===== config.mk =====
export PLATFORM = sky130hd
export DESIGN_NAME = twct_ctrl
export DESIGN_NICKNAME = d
export VERILOG_FILES = /design/src/rtl/core/trie_word_count_table_macros.svh /design/src/rtl/core/twct_pkg.sv /design/src/rtl/core/twct_ctrl.sv
export SDC_FILE = /design/constraint.sdc
export NUM_CORES = 1
export LEC_CHECK = 0
export BUFFER_PORTS_ARGS = -buffer_cell sky130_fd_sc_hd__clkbuf_2
export CAP_MARGIN = 20
export CORE_AREA = 2 2 39 41
export CTS_CLUSTER_DIAMETER = 150
export DETAILED_ROUTE_END_ITERATION = 6
export DIE_AREA = 0 0 41 43
export GPL_ROUTABILITY_DRIVEN = 0
export GPL_TIMING_DRIVEN = 0
export PLACE_DENSITY = 0.57
export SYNTH_ARGS = -nofsm -noshare
export SYNTH_HDL_FRONTEND = slang
export SYNTH_SLANG_ARGS = --single-unit

===== constraint.sdc =====
create_clock -name i_clk -period 1.5 [get_ports i_clk]
set_clock_uncertainty 0.1 [all_clocks]
set_input_delay 0.3 -clock i_clk [delete_from_list [all_inputs] [get_ports i_clk]]
set_output_delay 0.3 -clock i_clk [all_outputs]
set_load 0.05 [all_outputs]

===== src/rtl/core/trie_word_count_table_macros.svh =====
// ----------------------------------------------------------------------------
// Assertion macros for the trie word count table
// Shorthand for clocked assertions that are disabled while reset is low.
// ----------------------------------------------------------------------------
`ifndef TRIE_WORD_COUNT_TABLE_MACROS_SVH
`define TRIE_WORD_COUNT_TABLE_MACROS_SVH

// The consequent must hold in the same cycle as the antecedent.
`define TWCT_ASSERT_SAME(lbl, ante, cons, msg) \
    lbl: assert property (@(posedge i_clk) disable iff (!i_rst_n) (ante) |-> (cons)) \
        else $error(msg);

// The consequent must hold in the cycle after the antecedent.
`define TWCT_ASSERT_NEXT(lbl, ante, cons, msg) \
    lbl: assert property (@(posedge i_clk) disable iff (!i_rst_n) (ante) |=> (cons)) \
        else $error(msg);

`endif


===== src/rtl/core/twct_pkg.sv =====
// ----------------------------------------------------------------------------
// twct_pkg
// Sizes, codes, command and status structs and the character decoder that
// the trie word count table modules share.
// ----------------------------------------------------------------------------
package twct_pkg;

    localparam int NODE_POOL  = 4096;
    localparam int ALPHABET   = 52;
    localparam int NODE_AW    = $clog2(NODE_POOL);
    localparam int NODE_CW    = $clog2(NODE_POOL + 1);
    localparam int SLOT_W     = $clog2(ALPHABET);
    localparam int LINK_DEPTH = NODE_POOL * ALPHABET;
    localparam int LINK_AW    = $clog2(LINK_DEPTH);
    localparam int KEY_W      = NODE_AW + SLOT_W;
    localparam int COUNT_W    = 16;

    localparam logic [COUNT_W-1:0] COUNT_MAX = {COUNT_W{1'b1}};

    localparam logic [7:0] CHAR_UC_A = 8'h41;
    localparam logic [7:0] CHAR_UC_Z = 8'h5A;
    localparam logic [7:0] CHAR_LC_A = 8'h61;
    localparam logic [7:0] CHAR_LC_Z = 8'h7A;
    localparam logic [SLOT_W-1:0] LC_SLOT_BASE = SLOT_W'(26);

    typedef enum logic [1:0] {
        CMD_INSERT = 2'd0,
        CMD_SEARCH = 2'd1,
        CMD_CLEAR  = 2'd2,
        CMD_NONE   = 2'd3
    } t_cmd;

    typedef enum logic [1:0] {
        COND_NONE    = 2'd0,
        COND_FULL    = 2'd1,
        COND_INVALID = 2'd2,
        COND_MISS    = 2'd3
    } t_cond;

    typedef enum logic [1:0] {
        ST_OK      = 2'd0,
        ST_FULL    = 2'd1,
        ST_INVALID = 2'd2
    } t_status;

    // Commands from the controller to the datapath.
    typedef struct packed {
        logic sweep;
        logic load;
        logic clear;
        logic link_rd;
        logic key_rd;
        logic resolve;
        logic set_invalid;
        logic count_rd;
        logic finish;
    } t_dp_cmd;

    // Status from the datapath to the controller.
    typedef struct packed {
        logic sweep_last;
        logic walk;
        logic slot_ok;
        logic word_end;
        logic cond_none;
    } t_dp_stat;

    // Maps a byte to its child slot; the top bit flags a letter.
    function automatic logic [SLOT_W:0] slot_of(input logic [7:0] ch);
        logic [SLOT_W:0] res;
        res = '0;
        if (ch >= CHAR_UC_A && ch <= CHAR_UC_Z) begin
            res = {1'b1, SLOT_W'(ch - CHAR_UC_A)};
        end else if (ch >= CHAR_LC_A && ch <= CHAR_LC_Z) begin
            res = {1'b1, SLOT_W'(ch - CHAR_LC_A) + LC_SLOT_BASE};
        end
        return res;
    endfunction

endpackage


===== src/rtl/core/twct_ctrl.sv =====
// ----------------------------------------------------------------------------
// twct_ctrl
// Sequencer for the trie word count table: sweeps the child table, takes
// words and clears, steps the datapath through child lookup and end count.
// ----------------------------------------------------------------------------
module twct_ctrl (
    input  logic               i_clk,
    input  logic               i_rst_n,
    input  logic               i_start,
    input  logic [1:0]         i_cmd,
    input  twct_pkg::t_dp_stat i_stat,
    output twct_pkg::t_dp_cmd  o_cmd,
    output logic               o_busy
);

    import twct_pkg::*;

    typedef enum logic [2:0] {
        S_INIT,
        S_IDLE,
        S_CLEAR,
        S_STEP,
        S_LINK,
        S_CHECK,
        S_END,
        S_COUNT
    } t_state;

    t_state  r_state;
    t_state  n_state;
    logic    r_busy;
    t_dp_cmd n_cmd;

    always_comb begin
        n_state = r_state;
        n_cmd   = '0;
        case (r_state)
            S_INIT: begin
                // Zero the whole child table once, then clear the root.
                n_cmd.sweep = 1'b1;
                if (i_stat.sweep_last) begin
                    n_cmd.clear = 1'b1;
                    n_state     = S_IDLE;
                end
            end
            S_CLEAR: begin
                n_cmd.clear = 1'b1;
                n_state     = S_IDLE;
            end
            S_IDLE: begin
                if (i_start) begin
                    n_cmd.load = 1'b1;
                    case (t_cmd'(i_cmd))
                        CMD_CLEAR:              n_state = S_CLEAR;
                        CMD_INSERT, CMD_SEARCH: n_state = S_STEP;
                        default:                n_state = S_IDLE;
                    endcase
                end
            end
            S_STEP: begin
                if (i_stat.walk && i_stat.slot_ok) begin
                    n_cmd.link_rd = 1'b1;
                    n_state       = S_LINK;
                end else begin
                    n_cmd.set_invalid = i_stat.walk;
                    n_state           = S_END;
                end
            end
            S_LINK: begin
                n_cmd.key_rd = 1'b1;
                n_state      = S_CHECK;
            end
            S_CHECK: begin
                n_cmd.resolve = 1'b1;
                n_state       = S_END;
            end
            S_END: begin
                if (!i_stat.word_end) begin
                    n_state = S_IDLE;
                end else if (i_stat.cond_none) begin
                    n_cmd.count_rd = 1'b1;
                    n_state        = S_COUNT;
                end else begin
                    n_cmd.finish = 1'b1;
                    n_state      = S_IDLE;
                end
            end
            S_COUNT: begin
                n_cmd.finish = 1'b1;
                n_state      = S_IDLE;
            end
            default: begin
                n_state = S_IDLE;
            end
        endcase
    end

    always_ff @(posedge i_clk) begin
        if (!i_rst_n) begin
            r_state <= S_INIT;
            r_busy  <= 1'b1;
        end else begin
            r_state <= n_state;
            r_busy  <= (n_state != S_IDLE);
        end
    end

    assign o_cmd  = n_cmd;
    assign o_busy = r_busy;

endmodule


==> results.toml, run 1 <==
[die]
initial_core_util_pct = 22.6
io_pins = 20
num_rows = 14
dieArea_um2 = 1760
die_x_um = 41
coreArea_um2 = 1380
dieHeight_um = 43

[drt]
first_pass_iters = 2
routed_wl_um = 952
vias = 387
drc_errors = 0
drtAntennaViolNets = 0
first_iter_violations = 1
vias_per_cell = 4.55
wl_per_cell_um = 11.2

[outcome]
status = "complete, but fails checks"
violations = "negative setup slack"

[worst_setup_path]
start_kind = "flop"
worst-path-buf-inv = 2
critPathMaxFanout = 6
r2r_setup_slack_ns = 0.09
critPathKind = "flop to primary output"
cp_slowest_stage_delay_ns = 0.31
slowest_stage = "dfxtp_2"
required_ns = 1.10
reg2reg_depth = 6
reg2reg_from = "r_state[2]"
endpoint_kind = "primary output"
critical_path.cell_chain = "buf_6 > nor2_4 > and4_4 > clkbuf_16"
critPathArrivalTime_ns = 1.17
path_delay_family = "simple AND/OR/NAND/NOR gates"
r2r-end = "o_busy"

[synth]
synth.largest_area_cell = "dfxtp_1"
syn_area_per_cell_um2 = 8.23
syn_inst = 38
synthFlopType = "dfxtp_1"
yosysWarnings = 0
synth_area_um2 = 313
synth.most_common_cell = "nor2_1"
yosys-top-cells-area = "dfxtp_1 26%, buf_6 7.2%, nor2_1 6.0%"
synth_common_cells = "5 x nor2_1, 4 x dfxtp_1, 4 x nand2_1"
ys_async_sr_fraction_pct = 0
yosysSeqAreaShare_pct = 25.6
synth_nets = 48
synth_top_area_share_pct = 25.6
netlist-cell-type-count = 24
synth_edf_count = 0
ys_ff_latch = 4

[clock_tree]
cts_max_level = 1
cts.clk_slew.worst_paths_ns = 0.04
clock_latency_ns = 0.24
cts_tree = "built"
cts_num_sinks = 4
clock_path_buffers = 2
cts_root_buf = "clkbuf_4"
holdBufCountCts = 0
cts_made_buffers = 3

[min_path]
hold_start = "i_rst_n"
hold_end = "r_state[2]"
min_path_type = "input pin to flop"
whs_path_depth = 2

[finish]
drive_above_1_share_pct = 78.3
num_antenna_cells = 0
nets = 81
syn2layout_area_growth_pct = 138

[sta]
period_share_pct = 105
clock.fmax_mhz = 635
relSlewSlack_pct = 80.4
rsz0062_at_grt = "yes"
maxSlewViolCount = 0
worst_slew_pin_slew_ns = 0.290
final-hold-violation-count = 0
setup_viol = 8
hold_ws_ns = 0.208
tns_ns = -0.420
final.min_clock_period_ns = 1.57
setup_slack_ns = -0.0740

[grt]
antenna_found_initial = 0
gr-usage-all-layers_pct = 12.6
grt_pass1_wl_um = 1540
grt_overflow_total = 0
grt_pass1_vias = 397
grt_max_degree = 11

[pwr]
vdd_drop_max_mv = 0.578
power.density_nw_per_um2 = 629
p_leak_nw = 0.337

[placed_design]
numPortBuffers = 19
dp_hpwl_um = 549
pre_cts_slack_ns = -0.211

[flow_run]
max_cap_violations = 0
==> power by group <==
part | switching [mW] | internal [mW] | leakage, nW
logic | 0.117 | 0.100 | 0.290
registers | 0.00349 | 0.116 | 0.0337
clock network | 0.0436 | 0.0894 | 0.0138
total | 0.164 | 0.305 | 0.337
==> registers in the layout, indices dropped and copies added (netlist names) <==
name     cells
o_busy       1
r_state      3
==> cell families after synthesis <==
group	count (synthesis)	share of synthesized area [%]
compound gates	9	25.2
buf+inv	4	10.0
flops	4	25.6
simple gates	21	39.2
==> per-layer routing <==
| layer | routed length, um | GRT usage [%] |
|---|---|---|
| met3 | 72 | 5.24 |
| met1 | 363 | 13.6 |
| met2 | 516 | 21.9 |
| met5 | 0 | 0 |
| met4 | 0 | 2.00 |
==> how the worst max path moves through the flow <==
stage,from,to,slack [ns],depth (start not counted)
after floorplan,r_state[0],o_cmd[0],-0.04,3
after global placement,r_state[0],o_cmd[5],-0.21,5
after detailed placement,r_state[0],o_cmd[5],-0.21,5
after CTS,r_state[0],o_cmd[2],-0.1,5
after global routing,r_state[0],o_cmd[2],-0.13,5
final,r_state[2],o_cmd[5],-0.07,4
==> layout make-up <==
class | instances | area (um2)
buffer | 3 | 33.8
sequential | 4 | 82.6
inverter | 1 | 8.76
tap | 16 | 20.0
multi-input combinational | 30 | 285
fill | 131 | 638
timing repair buffer | 28 | 293
clock buffer | 3 | 22.5
==> timing repair <==
action / 4_1_cts / 5_1_grt
pin swaps: 5 / 6
buffers inserted: 7 / 2
setup endpoints to repair: 9 / 9
gates resized for setup: 37 / 11
endpoints found under the hold margin: 0 / 0
cloned: 0 / 0
==> layout by cell type, fill, tap and decap left out, types with 3 or more instances in the layout <==
cell type and count:
buf_6 5, buf_8 7, nand2_1 3, clkbuf_2 10
clkbuf_4 3, nor2_4 4, buf_4 6, nor3_4 3
==> metrics by stage <==
stage	power (mW)	instance area (um2)	util [%]	std cells
floorplan	0.222	340	-	38
global route	0.498	746	53.9	85
finish	0.469	746	53.9	85
CTS	0.455	702	50.7	83
detailed placement	0.256	455	32.9	73
global placement	0.255	455	32.9	73
(Power assumes the default switching activity.)
==> run 2: changes to the inputs <==
--- a/config.mk
+++ b/config.mk
@@ -14,6 +14,8 @@
 export GPL_ROUTABILITY_DRIVEN = 0
 export GPL_TIMING_DRIVEN = 0
 export PLACE_DENSITY = 0.57
+export REMOVE_ABC_BUFFERS = 1
+export SLEW_MARGIN = 20
 export SYNTH_ARGS = -nofsm -noshare
 export SYNTH_HDL_FRONTEND = slang
 export SYNTH_SLANG_ARGS = --single-unit
==> run 2 against run 1 <==
The flow still finishes with violations (negative setup slack). Combinational power shrank 32%. Cell area fell by 23%. Clock power about the same. Critical path depth unchanged. Register-to-register slack improved by 0.15 ns. Worst hold slack better by 0.0023 ns. Clock-buffer cell count did not move. Utilization is 12 points lower. Die area is the same. Via count is 8.8% lower. Critical endpoint is now o_cmd[2]. Largest power group unchanged.
==> results.toml, run 2 (same netlist as run 1, synthesis figures left out) <==
[clock_tree]
holdBufCountCts = 0
clock_latency_ns = 0.23
clock_path_buffers = 2
cts_made_buffers = 3
cts_num_sinks = 4
cts_tree = "built"
cts.clk_slew.worst_paths_ns = 0.04
cts_max_level = 1
cts_root_buf = "clkbuf_4"

[sta]
period_share_pct = 102
final.min_clock_period_ns = 1.53
worst_slew_pin_slew_ns = 0.353
rsz0062_at_grt = "yes"
hold_ws_ns = 0.210
setup_viol = 6
final-hold-violation-count = 0
relSlewSlack_pct = 76.1
tns_ns = -0.113
maxSlewViolCount = 0
clock.fmax_mhz = 655
setup_slack_ns = -0.0270

[die]
dieArea_um2 = 1760
io_pins = 20
initial_core_util_pct = 22.6
dieHeight_um = 43
die_x_um = 41
num_rows = 14
coreArea_um2 = 1380

[drt]
routed_wl_um = 834
drc_errors = 0
first_iter_violations = 4
vias_per_cell = 4.53
vias = 353
wl_per_cell_um = 10.7
drtAntennaViolNets = 0
first_pass_iters = 2

[finish]
mostFrequentLayoutCells = "10 x clkbuf_2, 7 x buf_4, 4 x buf_8"
drive_above_1_share_pct = 67.7
largest_reg_flops = 3
final_cell_area_um2 = 576
regArea_um2 = 91.3
num_antenna_cells = 0
nFillCells = 157
final_util_pct = 41.6
multi_input_area_um2 = 220
final_common_cell = "clkbuf_2"
nets = 74
top_register = "r_state"
syn2layout_area_growth_pct = 84.0

[grt]
grt_pass1_wl_um = 1210
grt_overflow_total = 0
grt_pass1_vias = 313
gr-usage-all-layers_pct = 10.2
grt_max_degree = 11
antenna_found_initial = 0

[worst_setup_path]
start_kind = "flop"
worst-path-buf-inv = 2
endpoint_kind = "primary output"
r2r_setup_slack_ns = 0.24
critPathKind = "flop to primary output"
cp_slowest_stage_delay_ns = 0.38
critPathMaxFanout = 7
path_delay_family = "flip-flops"
required_ns = 1.10
slowest_stage = "dfxtp_4"
critPathArrivalTime_ns = 1.13
critical_path.cell_chain = "inv_4 > nor2_4 > and4b_1 > buf_8"

[outcome]
violations = "negative setup slack"
status = "complete, but fails checks"

[placed_design]
dp_hpwl_um = 531
numPortBuffers = 19
pre_cts_slack_ns = -0.181
postPlaceCellArea_um2 = 400

[min_path]
min_path_type = "input pin to flop"

[flow_run]
max_cap_violations = 0

[pwr]
power.density_nw_per_um2 = 708
vdd_drop_max_mv = 0.178
p_leak_nw = 0.262
-- run 2: changes by cell type in the layout (fill, tap and decap cells not counted), moves of 2 or more --
cell,delta
buf_6,-5
buf_8,-3
dfxtp_4,+3
nor2_4,-3
clkbuf_8,+2
dfxtp_2,-2
nor2_2,+2
nor3_1,+2
nor3_4,-2
-- run 2: path summary, 6_finish.rpt --
check                             endpoint  depth (start not counted)  startpoint
worst min register to register  r_state[0]                          2  r_state[0]
worst max-delay path              o_cmd[2]                          4  r_state[0]
worst min-delay path            r_state[2]                          2     i_rst_n
worst max register to register      o_busy                          4  r_state[2]
-- run 2: per-stage QoR --
| step | power (mW) | std cells |
|---|---|---|
| 2_1_floorplan | 0.209 | 35 |
| 5_1_grt | 0.427 | 78 |
| 6_report | 0.408 | 78 |
| 3_5_place_dp | 0.243 | 70 |
| 4_1_cts | 0.408 | 78 |
| 3_3_place_gp | 0.241 | 70 |
-- run 2: what timing repair did --
item                                    in CTS  in global routing
pin swaps                                    4                  2
endpoints found under the setup margin       9                  9
resized for setup                           27                 10
buffers inserted                             5                  0
-- run 2: layer usage --
metal,global-route usage [%],share of wire [%],vias up
li1,-,-,185
met3,0,5.5,0
met2,18.8,55,12
met4,8.00,0,0
met1,9.65,39,156
met5,0,0,-
-- run 2: worst register-to-register path: cells and delay by family (launching register included) --
family             cells  cell delay (ns)
AOI/OAI and AO/OA      1             0.26
DFF                    1             0.41
and+or+nand+nor        3             0.37
-- run 2: cell type report --
class / instances / share of cell area (%)
well taps: 16 / 3.48
inverters: 1 / 1.09
repair buffers: 24 / 37.4
flip-flops and latches: 4 / 15.9
clock buffers: 3 / 3.91
multi-input cells: 30 / 38.3
-- run 2: report_power, final --
part	switching [mW]	total, mW	internal, mW
registers	0.0131	0.126	0.113
clock network	0.0446	0.134	0.0896
logic	0.0850	0.147	0.0623
total	0.143	0.408	0.265
